`src/idhp_pkg.sv`:
```
// ---------------------------------------------------------------------------
// Image dimension header parser package
// Shared types, marker constants and the parser state record.
// ---------------------------------------------------------------------------
package idhp_pkg;

    // Parse phases of the byte walker.
    typedef enum logic [3:0] {
        PH_SIG    = 4'd0,
        PH_SCAN   = 4'd1,
        PH_MARK   = 4'd2,
        PH_LENHI  = 4'd3,
        PH_LENLO  = 4'd4,
        PH_FIELDS = 4'd5,
        PH_SKIP   = 4'd6,
        PH_PNG    = 4'd7,
        PH_IDLE   = 4'd8
    } t_phase;

    // Format codes reported on the result.
    localparam logic [1:0] FMT_NONE = 2'd0;
    localparam logic [1:0] FMT_PNG  = 2'd1;
    localparam logic [1:0] FMT_JPEG = 2'd2;

    // Byte positions of interest.
    localparam logic [4:0] POS_SAT       = 5'd24;
    localparam logic [4:0] POS_SIG_PNG   = 5'd8;
    localparam logic [4:0] POS_SIG_JPEG  = 5'd2;
    localparam logic [4:0] POS_JPEG_DONE = 5'd1;
    localparam logic [4:0] POS_PNG_DONE  = 5'd7;
    localparam logic [4:0] POS_W_FIRST   = 5'd16;
    localparam logic [4:0] POS_W_LAST    = 5'd19;
    localparam logic [4:0] POS_H_FIRST   = 5'd20;
    localparam logic [4:0] POS_H_LAST    = 5'd23;

    // JPEG marker bytes.
    localparam logic [7:0] MK_FILL   = 8'hFF;
    localparam logic [7:0] MK_SOI    = 8'hD8;
    localparam logic [7:0] MK_STUFF  = 8'h00;
    localparam logic [7:0] MK_RST0   = 8'hD0;
    localparam logic [7:0] MK_EOI    = 8'hD9;
    localparam logic [7:0] MK_SOF0   = 8'hC0;
    localparam logic [7:0] MK_SOF2   = 8'hC2;

    // Segment length overheads.
    localparam logic [15:0] LEN_PLAIN = 16'd2;
    localparam logic [15:0] LEN_SOF   = 16'd7;

    // SOF field indexes.
    localparam logic [2:0] FLD_PREC  = 3'd0;
    localparam logic [2:0] FLD_H_HI  = 3'd1;
    localparam logic [2:0] FLD_H_LO  = 3'd2;
    localparam logic [2:0] FLD_W_HI  = 3'd3;
    localparam logic [2:0] FLD_W_LO  = 3'd4;

    // Complete parser state.
    typedef struct packed {
        logic [4:0]  byte_position;
        logic        png_match;
        logic        jpeg_match;
        t_phase      parse_phase;
        logic [15:0] segment_remaining;
        logic [7:0]  length_high;
        logic [2:0]  field_index;
        logic [7:0]  current_marker;
        logic [31:0] width_store;
        logic [31:0] height_store;
        logic [7:0]  precision_store;
        logic        progressive_store;
        logic        found_store;
    } t_state;

    // One result item.
    typedef struct packed {
        logic [1:0]  image_format;
        logic        frame_found;
        logic [31:0] image_width;
        logic [31:0] image_height;
        logic [7:0]  sample_precision;
        logic        progressive;
    } t_result;

    localparam t_state ST_RESET = '{
        byte_position:     5'd0,
        png_match:         1'b1,
        jpeg_match:        1'b1,
        parse_phase:       PH_SIG,
        segment_remaining: 16'd0,
        length_high:       8'd0,
        field_index:       3'd0,
        current_marker:    8'd0,
        width_store:       32'd0,
        height_store:      32'd0,
        precision_store:   8'd0,
        progressive_store: 1'b0,
        found_store:       1'b0
    };

    // PNG signature byte at a given position.
    function automatic logic [7:0] png_sig_byte(input logic [2:0] idx);
        logic [7:0] v;
        case (idx)
            3'd0:    v = 8'h89;
            3'd1:    v = 8'h50;
            3'd2:    v = 8'h4E;
            3'd3:    v = 8'h47;
            3'd4:    v = 8'h0D;
            3'd5:    v = 8'h0A;
            3'd6:    v = 8'h1A;
            default: v = 8'h0A;
        endcase
        return v;
    endfunction

    // JPEG signature byte at a given position.
    function automatic logic [7:0] jpeg_sig_byte(input logic idx);
        return idx ? MK_SOI : MK_FILL;
    endfunction

endpackage

```
`src/idhp_step.sv`:
```
// ---------------------------------------------------------------------------
// Parser step
// Works out the next parser state and the result for one byte.
// ---------------------------------------------------------------------------
module idhp_step
    import idhp_pkg::*;
(
    input  t_state     i_state,
    input  logic [7:0] i_data_byte,
    output t_state     o_next_state,
    output t_result    o_result
);

    t_state nx;

    // Next state for one byte.
    always_comb begin
        logic [4:0]  p;
        logic [7:0]  b;
        logic [15:0] len;
        logic [15:0] rem;
        nx  = i_state;
        p   = i_state.byte_position;
        b   = i_data_byte;
        len = {i_state.length_high, b};
        rem = i_state.segment_remaining;
        case (i_state.parse_phase)
            PH_SIG: begin
                if (p < POS_SIG_PNG && b != png_sig_byte(p[2:0])) begin
                    nx.png_match = 1'b0;
                end
                if (p < POS_SIG_JPEG && b != jpeg_sig_byte(p[0])) begin
                    nx.jpeg_match = 1'b0;
                end
                if (p == POS_JPEG_DONE && nx.jpeg_match) begin
                    nx.parse_phase = PH_SCAN;
                end else if (p == POS_PNG_DONE && nx.png_match) begin
                    nx.parse_phase = PH_PNG;
                end else if (!nx.png_match && !nx.jpeg_match) begin
                    nx.parse_phase = PH_IDLE;
                end
            end
            PH_PNG: begin
                if (p >= POS_W_FIRST && p <= POS_W_LAST) begin
                    nx.width_store = {i_state.width_store[23:0], b};
                end else if (p >= POS_H_FIRST && p <= POS_H_LAST) begin
                    nx.height_store = {i_state.height_store[23:0], b};
                    if (p == POS_H_LAST) begin
                        nx.found_store = 1'b1;
                    end
                end
            end
            PH_SCAN: begin
                if (b == MK_FILL) begin
                    nx.parse_phase = PH_MARK;
                end
            end
            PH_MARK: begin
                if (b == MK_FILL) begin
                    nx.parse_phase = PH_MARK;
                end else if (b == MK_STUFF || (b >= MK_RST0 && b <= MK_EOI)) begin
                    nx.parse_phase = PH_SCAN;
                end else begin
                    nx.current_marker = b;
                    if (b == MK_SOF0 || b == MK_SOF2) begin
                        nx.found_store = 1'b0;
                    end
                    nx.parse_phase = PH_LENHI;
                end
            end
            PH_LENHI: begin
                nx.length_high = b;
                nx.parse_phase = PH_LENLO;
            end
            PH_LENLO: begin
                if (i_state.current_marker == MK_SOF0 ||
                    i_state.current_marker == MK_SOF2) begin
                    nx.segment_remaining = (len < LEN_SOF) ? 16'd0 : len - LEN_SOF;
                    nx.field_index       = FLD_PREC;
                    nx.parse_phase       = PH_FIELDS;
                end else begin
                    nx.segment_remaining = (len < LEN_PLAIN) ? 16'd0 : len - LEN_PLAIN;
                    nx.parse_phase = (len > LEN_PLAIN) ? PH_SKIP : PH_SCAN;
                end
            end
            PH_FIELDS: begin
                case (i_state.field_index)
                    FLD_PREC: nx.precision_store = b;
                    FLD_H_HI: nx.height_store    = {16'd0, b, 8'd0};
                    FLD_H_LO: nx.height_store    = i_state.height_store | {24'd0, b};
                    FLD_W_HI: nx.width_store     = {16'd0, b, 8'd0};
                    default: begin
                        nx.width_store       = i_state.width_store | {24'd0, b};
                        nx.found_store       = 1'b1;
                        nx.progressive_store = (i_state.current_marker == MK_SOF2);
                    end
                endcase
                if (i_state.field_index >= FLD_W_LO) begin
                    nx.field_index = FLD_PREC;
                    nx.parse_phase = (rem != 16'd0) ? PH_SKIP : PH_SCAN;
                end else begin
                    nx.field_index = i_state.field_index + 3'd1;
                end
            end
            PH_SKIP: begin
                if (rem != 16'd0) begin
                    nx.segment_remaining = rem - 16'd1;
                end
                if (rem <= 16'd1) begin
                    nx.parse_phase = PH_SCAN;
                end
            end
            default: begin
                nx.parse_phase = i_state.parse_phase;
            end
        endcase
        if (p < POS_SAT) begin
            nx.byte_position = p + 5'd1;
        end
    end

    assign o_next_state = nx;

    // Result fields as seen after this byte.
    always_comb begin
        logic [1:0] fmt;
        logic       found;
        case (nx.parse_phase)
            PH_PNG:  fmt = FMT_PNG;
            PH_SCAN, PH_MARK, PH_LENHI, PH_LENLO, PH_FIELDS, PH_SKIP: fmt = FMT_JPEG;
            default: fmt = FMT_NONE;
        endcase
        found = (fmt != FMT_NONE) && nx.found_store;
        o_result.image_format     = fmt;
        o_result.frame_found      = found;
        o_result.image_width      = found ? nx.width_store : 32'd0;
        o_result.image_height     = found ? nx.height_store : 32'd0;
        o_result.sample_precision = (found && fmt == FMT_JPEG) ? nx.precision_store : 8'd0;
        o_result.progressive      = found && fmt == FMT_JPEG && nx.progressive_store;
    end

endmodule

```
`src/idhp_out_reg.sv`:
```
// ---------------------------------------------------------------------------
// Result register
// Holds one result request until the consumer takes it.
// ---------------------------------------------------------------------------
module idhp_out_reg
    import idhp_pkg::*;
(
    input  logic    i_clk,
    input  logic    i_rst_n,
    input  logic    i_load,
    input  t_result i_result,
    input  logic    i_out_ready,
    output logic    o_out_valid,
    output t_result o_result
);

    logic    r_valid;
    t_result r_result;

    // Valid flag: set on load, cleared when taken without a new load.
    always_ff @(posedge i_clk) begin
        if (!i_rst_n) begin
            r_valid <= 1'b0;
        end else if (i_load) begin
            r_valid <= 1'b1;
        end else if (i_out_ready) begin
            r_valid <= 1'b0;
        end
    end

    // Payload needs no reset.
    always_ff @(posedge i_clk) begin
        if (i_load) begin
            r_result <= i_result;
        end
    end

    assign o_out_valid = r_valid;
    assign o_result    = r_result;

endmodule

```
`src/image_dimension_header_parser.sv`:
```
// A result is registered: it appears in the cycle after the byte flagged as last is accepted.
// Throughput: one byte per cycle; the whole per-byte update is one pass of logic.
// A new byte is taken while the result register is empty or being emptied.
// Reset (synchronous, active low) returns the parser to the signature phase
// and empties the result register; state also returns there after each last byte.
// ---------------------------------------------------------------------------
// Image dimension header parser
// Reads PNG or JPEG files byte by byte and reports format and dimensions.
// ---------------------------------------------------------------------------
module image_dimension_header_parser
    import idhp_pkg::*;
(
    input  logic        i_clk,
    input  logic        i_rst_n,
    input  logic        i_in_valid,
    output logic        o_in_ready,
    input  logic [7:0]  i_data_byte,
    input  logic        i_last_byte,
    output logic        o_out_valid,
    input  logic        i_out_ready,
    output logic [1:0]  o_image_format,
    output logic        o_frame_found,
    output logic [31:0] o_image_width,
    output logic [31:0] o_image_height,
    output logic [7:0]  o_sample_precision,
    output logic        o_progressive
);

    t_state  r_state;
    t_state  n_state;
    t_state  step_state;
    t_result step_result;
    t_result out_result;
    logic    in_fire;

    assign o_in_ready = !o_out_valid || i_out_ready;
    assign in_fire    = i_in_valid && o_in_ready;

    idhp_step u_step (
        .i_state      (r_state),
        .i_data_byte  (i_data_byte),
        .o_next_state (step_state),
        .o_result     (step_result)
    );

    // Parser state: back to the start after each file.
    always_comb begin
        n_state = r_state;
        if (in_fire) begin
            n_state = i_last_byte ? ST_RESET : step_state;
        end
    end

    always_ff @(posedge i_clk) begin
        if (!i_rst_n) begin
            r_state <= ST_RESET;
        end else begin
            r_state <= n_state;
        end
    end

    idhp_out_reg u_out (
        .i_clk       (i_clk),
        .i_rst_n     (i_rst_n),
        .i_load      (in_fire && i_last_byte),
        .i_result    (step_result),
        .i_out_ready (i_out_ready),
        .o_out_valid (o_out_valid),
        .o_result    (out_result)
    );

    assign o_image_format     = out_result.image_format;
    assign o_frame_found      = out_result.frame_found;
    assign o_image_width      = out_result.image_width;
    assign o_image_height     = out_result.image_height;
    assign o_sample_precision = out_result.sample_precision;
    assign o_progressive      = out_result.progressive;

    // The last byte of a file always leaves the parser at the start.
    a_restart: assert property (@(posedge i_clk) disable iff (!i_rst_n)
        in_fire && i_last_byte |=> r_state.parse_phase == PH_SIG &&
                                   r_state.byte_position == 5'd0)
        else $error("parser did not restart after last byte");

    // A found frame implies a recognised format.
    a_found_fmt: assert property (@(posedge i_clk) disable iff (!i_rst_n)
        o_out_valid && o_frame_found |-> o_image_format != FMT_NONE)
        else $error("frame found on unrecognised file");

    // JPEG-only fields stay clear for other formats.
    a_jpeg_only: assert property (@(posedge i_clk) disable iff (!i_rst_n)
        o_out_valid && o_image_format != FMT_JPEG |->
            o_sample_precision == 8'd0 && !o_progressive)
        else $error("jpeg fields set on non-jpeg result");

    // The byte counter saturates.
    a_pos_sat: assert property (@(posedge i_clk) disable iff (!i_rst_n)
        r_state.byte_position <= POS_SAT)
        else $error("byte position beyond saturation");

    // A waiting result is never overwritten by a request that is not accepted.
    a_hold: assert property (@(posedge i_clk) disable iff (!i_rst_n)
        o_out_valid && !i_out_ready |=> o_out_valid && $stable(out_result))
        else $error("pending result lost");

endmodule

```
`config.mk`:
```
export PLATFORM = sky130hd
export DESIGN_NAME = image_dimension_header_parser
export DESIGN_NICKNAME = d
export VERILOG_FILES = /design/src/idhp_pkg.sv /design/src/idhp_step.sv /design/src/idhp_out_reg.sv /design/src/image_dimension_header_parser.sv
export SDC_FILE = /design/constraint.sdc
export NUM_CORES = 1
export LEC_CHECK = 0
export ABC_AREA = 1
export BUFFER_PORTS_ARGS = -buffer_cell sky130_fd_sc_hd__buf_2
export CORE_MARGIN = 2
export CORE_UTILIZATION = 29
export DETAILED_ROUTE_END_ITERATION = 10
export PLACE_DENSITY = 0.46
export SLEW_MARGIN = 10
export SYNTH_ARGS = -nofsm -noshare
export SYNTH_HDL_FRONTEND = slang
export SYNTH_SLANG_ARGS = --single-unit
```
`constraint.sdc`:
```
create_clock -name i_clk -period 6.9 [get_ports i_clk]
set_input_delay 1.725 -clock i_clk [delete_from_list [all_inputs] [get_ports i_clk]]
set_output_delay 1.725 -clock i_clk [all_outputs]
set_load 0.01 [all_outputs]
```
# == Word-level counts from Yosys, hierarchy flattened ==
# Cells that the tools add are included.
# classes
add_sub_neg,5
n_mux,52
eq_ne,37
magnitude_cmp,14
reduce_logical,42
n_bitwise,2
# ops
operator,n
case mux 32 bit (2 select lines),2
case mux 64 bit (2 select lines),1
two-way mux 120 bit,1
two-way mux 32 bit,3
OR 32 x 8 -> 32 bit,2
two-way mux 16 bit,3
two-way mux 8 bit,6
case mux 8 bit (6 select lines),1
== test 8 bit (second input constant),5
== test 4 x 3 -> 1 bit (second input constant),8
case mux 16 bit (2 select lines),1
two-way mux 4 bit,7
case mux 4 bit (7 select lines),1
two-way mux 20 bit,1
== test 4 x 2 -> 1 bit (second input constant),4
> comparator 16 x 2 -> 1 bit (second input constant),1
less-or-equal comparator 16 x 1 -> 1 bit (second input constant),1
less-than comparator 16 x 2 -> 1 bit (second input constant),1
less-than comparator 16 x 3 -> 1 bit (second input constant),1
inequality test 8 bit,2
nonzero test 16 bit,1
subtractor 16 x 1 -> 16 bit (second input constant),1
subtractor 16 x 2 -> 16 bit (second input constant),1
subtractor 16 x 3 -> 16 bit (second input constant),1
43 further kinds,96
# word_totals
register_bits,197
input_bits,13
output_inout_bits,78
wordCells,172

# == Longest topological paths before layout ==
# logic_depth
word_depth,20
mapped_depth,23
ltp_nobuf,20

# == Cells and area by module ==
# From an unflattened synthesis, not the netlist that was laid out.
# hier_totals
hier_cells,1781
hier_area_um2,12424.4
# by_module_without_submodules
mod,cells_each,area_each_um2,instances,seq_area_each_um2
image_dimension_header_parser,829,5272.6,1,2402.3
idhp_step,870,4825.9,1,0.0
idhp_out_reg,82,2326.0,1,2302.2

# == Least setup slack after synthesis ==
# Ideal clock, no wire load.
# synth_timing
path_type,input to register
from,input i_out_ready
to,register r_state[90] in the netlist's numbering
setup_ns,0.132
path_slack_ns,0.186
path_buffers,0
cell_stages,9
t_required_ns,6.768
t_arrival_ns,6.582
path_cell_list,inv_1 -> nand2_1 -> nand2_1 -> nor2_1 -> inv_1 -> nand2_1 -> inv_1 -> nand2_1 -> a21oi_1
# synth_between
elab_chain_len,3
# synth_rtl
element,line_no,source
from (decl),image_dimension_header_parser.sv:20,"input logic i_out_ready,"
logical OR 1 bit,image_dimension_header_parser.sv:36,assign o_in_ready = !o_out_valid || i_out_ready;
named net o_in_ready,image_dimension_header_parser.sv:16,"output logic o_in_ready,"
logical AND 1 bit,image_dimension_header_parser.sv:37,assign in_fire = i_in_valid && o_in_ready;
AND reduction 2 bit (no line),--,
to (signal assigned),image_dimension_header_parser.sv:58,r_state <= n_state;
to (decl),image_dimension_header_parser.sv:29,t_state r_state;
# The timed path passes the listed nets, and every way through them passes these cells.
# A chain may end at the register's enable or synchronous reset.

# == Worst setup path after layout ==
# layout_timing
from,input i_data_byte[4]
to,"register u_out.r_result, in the netlist u_out.o_result[68], data pin"
# layout_between
elab_chain_len,15
elab_cells_between_ends,47
classes_between,order compare: 3; eq/ne: 12; mux: 18; reduce/logical: 14
# layout_rtl
element,line_no,source
from (decl),image_dimension_header_parser.sv:17,"input logic [7:0] i_data_byte,"
"inequality test 8 bit, on equally long branches","idhp_step.sv:29, idhp_step.sv:32",
"logical AND 1 bit, on equally long branches","idhp_step.sv:29, idhp_step.sv:32",
"two-way mux 1 bit, on equally long branches","idhp_step.sv:29, idhp_step.sv:32",
two-way mux 1 bit,idhp_step.sv:27,case (i_state.parse_phase)
zero test 1 bit,idhp_step.sv:39,end else if (!nx.png_match && !nx.jpeg_match) begin
logical AND 1 bit,idhp_step.sv:39,
two-way mux 4 bit,idhp_step.sv:39,
two-way mux 4 bit,idhp_step.sv:37,end else if (p == POS_PNG_DONE && nx.png_match) begin
two-way mux 4 bit,idhp_step.sv:35,if (p == POS_JPEG_DONE && nx.jpeg_match) begin
case mux 4 bit (7 select lines),idhp_step.sv:27,
"== test 4 x 1 -> 1 bit, or another cell as far along",idhp_step.sv:128,case (nx.parse_phase)
OR reduction 6 bit,idhp_step.sv:128,
case mux 2 bit (2 select lines),idhp_step.sv:128,
nonzero test 2 bit,idhp_step.sv:133,found = (fmt != FMT_NONE) && nx.found_store;
logical AND 1 bit *,idhp_step.sv:133,
to (signal assigned),idhp_out_reg.sv:34,r_result <= i_result;
to (decl),idhp_out_reg.sv:18,t_result r_result;
# Mark *: on every way between the ends. The rest lies on a longest branch, timed or not. The select of a mux whose other input is x is not followed.

==> results by group <==
Placed design
  – Port Buf Inserts: 90
  – Placer Congestion: 0.8963
  – DP Area: 11,230 um2
  – Detailed placement HPWL: 21.82 mm
  – Worst slack, placed: 2.220 ns
  – Inst Count DP: 1,891

Power and ir drop
  – Power per cell area: 210.4 nW/um2
  – Pleak: 4.428 nW
  – Flop pwr share: 0.500
  – Switch Pwr: 688.9 uW
  – Switching share of power: 0.2772
  – Maximum vdd drop: 0.0001798 V
  – Clock share of power: 0.407
  – Power, Total: 2.485 mW
  – Pint: 1.796 mW
  – Gate power share: 0.093

GRT
  – Initial antenna violation count: 3
  – Largest net degree at the start of global routing: 81
  – Vias in the first global route: 8,793
  – Total gr overflow: 0
  – First-pass GRT wire length: 49.65 mm
  – GR Util All Layers: 0.1674

Synthesis
  – Yosys warning count: 0
  – Syn Std Cell Area: 10,420 um2
  – Avg Inst Size Synth: 7.495 um2
  – Post-synth ARST share: 0
  – Most common flop cell mapped by yosys: dfxtp_1
  – Yosys reg bits: 197
  – Register area share after synthesis: 0.4513
  – Synth area leader: dfxtp_1
  – Post-synth EDFFs: 76
  – Top cells by area, synth: dfxtp_1, edfxtp_1, nand2_1
  – Syn_nets: 1,423
  – Share of the synthesized area in the top cell type: 0.2324
  – Cell variety after synth: 47
  – Syn Inst Count: 1,391

Floorplanning
  – Core area: 35,480 um2
  – Initial core utilization: 0.2938
  – Row count: 69
  – Die Y: 193.6 um
  – Number of placed I/O pins: 91
  – Die Wd: 193.6 um
  – Die ar.: 37,480 um2

Cells and area
  – Final non-filler cell area: 11,810 um2
  – Final Core Density: 0.3329
  – Finished Layout Cells: 1,925
  – Area added between synthesis and finish: 13.30%
  – Share of layout cells above drive strength 1: 0.1347
  – Final #Nets: 1,481

Clock tree
  – Clk pin slew, worst setup/hold paths: 0.08 ns
  – Clock Latency Late Sink: 0.45 ns
  – CTS tree: yes
  – CTS max path bufs: 2
  – CTS H-tree depth: 4
  – # resized after CTS: 0
  – Setup bufs post-CTS: 0
  – Root Driver: clkbuf_16
  – CTS Buf Count: 17
  – Total clock sinks: 197
  – Post-CTS Hold Buffers: 0

Worst setup path
  – CP cell instances: buf_2 -> inv_1 -> nand2_1 -> nand3_1 -> nor2_1 -> nand3_1 -> nand2_1 -> nand2_1 -> nand2_2 -> o21ai_0 -> nor2_1 -> nand2_2 -> buf_4 -> nor2_1
  – Reg2Reg Depth: 8
  – Critical-path top delay cell: nand2_2
  – Reg-to-reg slack, setup: 2.96 ns
  – CP arrival: 4.46 ns
  – Worst path depth: 14
  – Largest stage delay, worst path: 0.46 ns
  – Worst Path Required: 7.09 ns
  – Max Fanout on Critical Path: 32
  – CP Capture Type: register
  – Worst setup SP type: input port
  – CP top delay family: simple AND/OR/NAND/NOR gates
  – Crit path kind: input port to register
  – CP bufs+invs: 3

STA
  – Max-slew headroom: 0.2177
  – Final slew viol count: 0
  – Final hold violation count: 0
  – Worst hold slack: 0.4643 ns
  – Final setup vio count: 0
  – RSZ-0062 raised after global routing: no
  – Slew at the pin closest to its max-slew limit: 1.171 ns
  – Fin crit period: 4.267 ns
  – Worst Setup Slack, final: 2.633 ns
  – F_max: 0.2344 GHz
  – Post-Route Setup TNS: 0 ns
  – Final Cycle Share: 0.6184
  – Final Skew: 0.01657 ns

Job
  – Max cap viols: 0

Detailed routing
  – Drt first pass iters: 7
  – Remaining DRCs: 0
  – Antenna-violating nets left: 0
  – Total wire length: 31.46 mm
  – Initial detailed-routing violation count: 706
  – DR vias/cell: 4.792
  – Vias after detailed routing: 9,225
  – Routed WL per cell: 16.34 um

Hold path
  – Worst Hold Depth: 2
  – Hold Path Class: register to register

Run status
  – Status: finished, final reports clean
## sequential cells by signal (all words and copies together) (netlist names)
name / count
r_state: 120
u_out.o_out_valid: 1
u_out.o_result: 76
## layout make-up
cell class,instances,area (um2)
clock buffer,17,425.4
multi-input combinational,923,4639
antenna,2,5.005
clock inverter,15,150.1
inverter,212,799.5
fill,3836,23670
timing repair buffer,98,510.5
tap,461,576.8
sequential,197,4705
## path summary, 6_finish.rpt
check,startpoint,to
worst max-delay path,i_data_byte[4],u_out.o_result[68]
worst max register to register,r_state[112],u_out.o_result[43]
worst min register to register,r_state[80],r_state[80]
worst min-delay path,r_state[80],r_state[80]
## cells by family after synthesis
kind of cell,count (synthesis),synth area share
AOI/OAI and AO/OA,297,0.1673
xor gates and xnor gates,17,0.01428
adders and majority gates,19,0.02280
buffers and inverters,271,0.1054
DFF,197,0.4513
and+or+nand+nor,590,0.2390
## cell usage in the layout, fill, tap and decap left out, types with 3 or more instances in the layout
master	n
nand2_2	8
clkinvlp_4	5
a22oi_1	16
o21ai_0	31
buf_4	8
a32oi_1	8
o211ai_1	4
xnor2_1	3
inv_1	199
a211oi_1	3
nor2_1	138
o31ai_1	3
nand3_1	48
inv_6	3
nor3_1	8
o21ai_1	4
o32ai_1	3
o221ai_1	11
dfxtp_1	121
buf_2	90
o22ai_1	42
a21oi_1	152
nor4_1	3
nand4_1	16
nand2_1	321
inv_2	10
a31oi_1	3
o311ai_0	3
xor2_1	14
nor2_2	37
nor2_4	5
ha_1	19
o21a_1	8
edfxtp_1	76
clkbuf_16	17
## layer usage
metal / part of all wire / global-route usage / up-vias
met2: 0.46 / 0.2669 / 205
li1: - / - / 4680
met5: 0.00054 / 0 / -
met4: 0.018 / 0.05485 / 2
met1: 0.48 / 0.2273 / 4299
met3: 0.039 / 0.03295 / 39
## synthesized netlist by cell type, drive strengths merged (4+ instances only)
cell type / instances
xor2: 14
o22ai: 42
nor3: 9
o21ai: 37
nor2: 180
inv: 210
o21a: 8
ha: 19
clkbuf: 40
edfxtp: 76
a32oi: 8
dfxtp: 121
nand4: 16
nand2: 329
nand3: 50
buf: 19
o221ai: 11
o211ai: 4
a21oi: 152
a22oi: 16
## worst min-delay path, stage by stage (launching register included)
cell	delay (ns)
dfxtp_1	0.31
nand2_1	0.06
a21oi_1	0.05
## power groups by stage
stage                     Combinational, mW  Sequential, mW  Clock [mW]
after detailed placement              0.233            1.27           0
after floorplan                       0.145            1.28           0
after global routing                  0.257            1.25        1.08
final                                 0.232            1.24        1.01
after global placement                0.233            1.27           0
after CTS                             0.234            1.24        1.04
(Power assumes the default switching activity.)
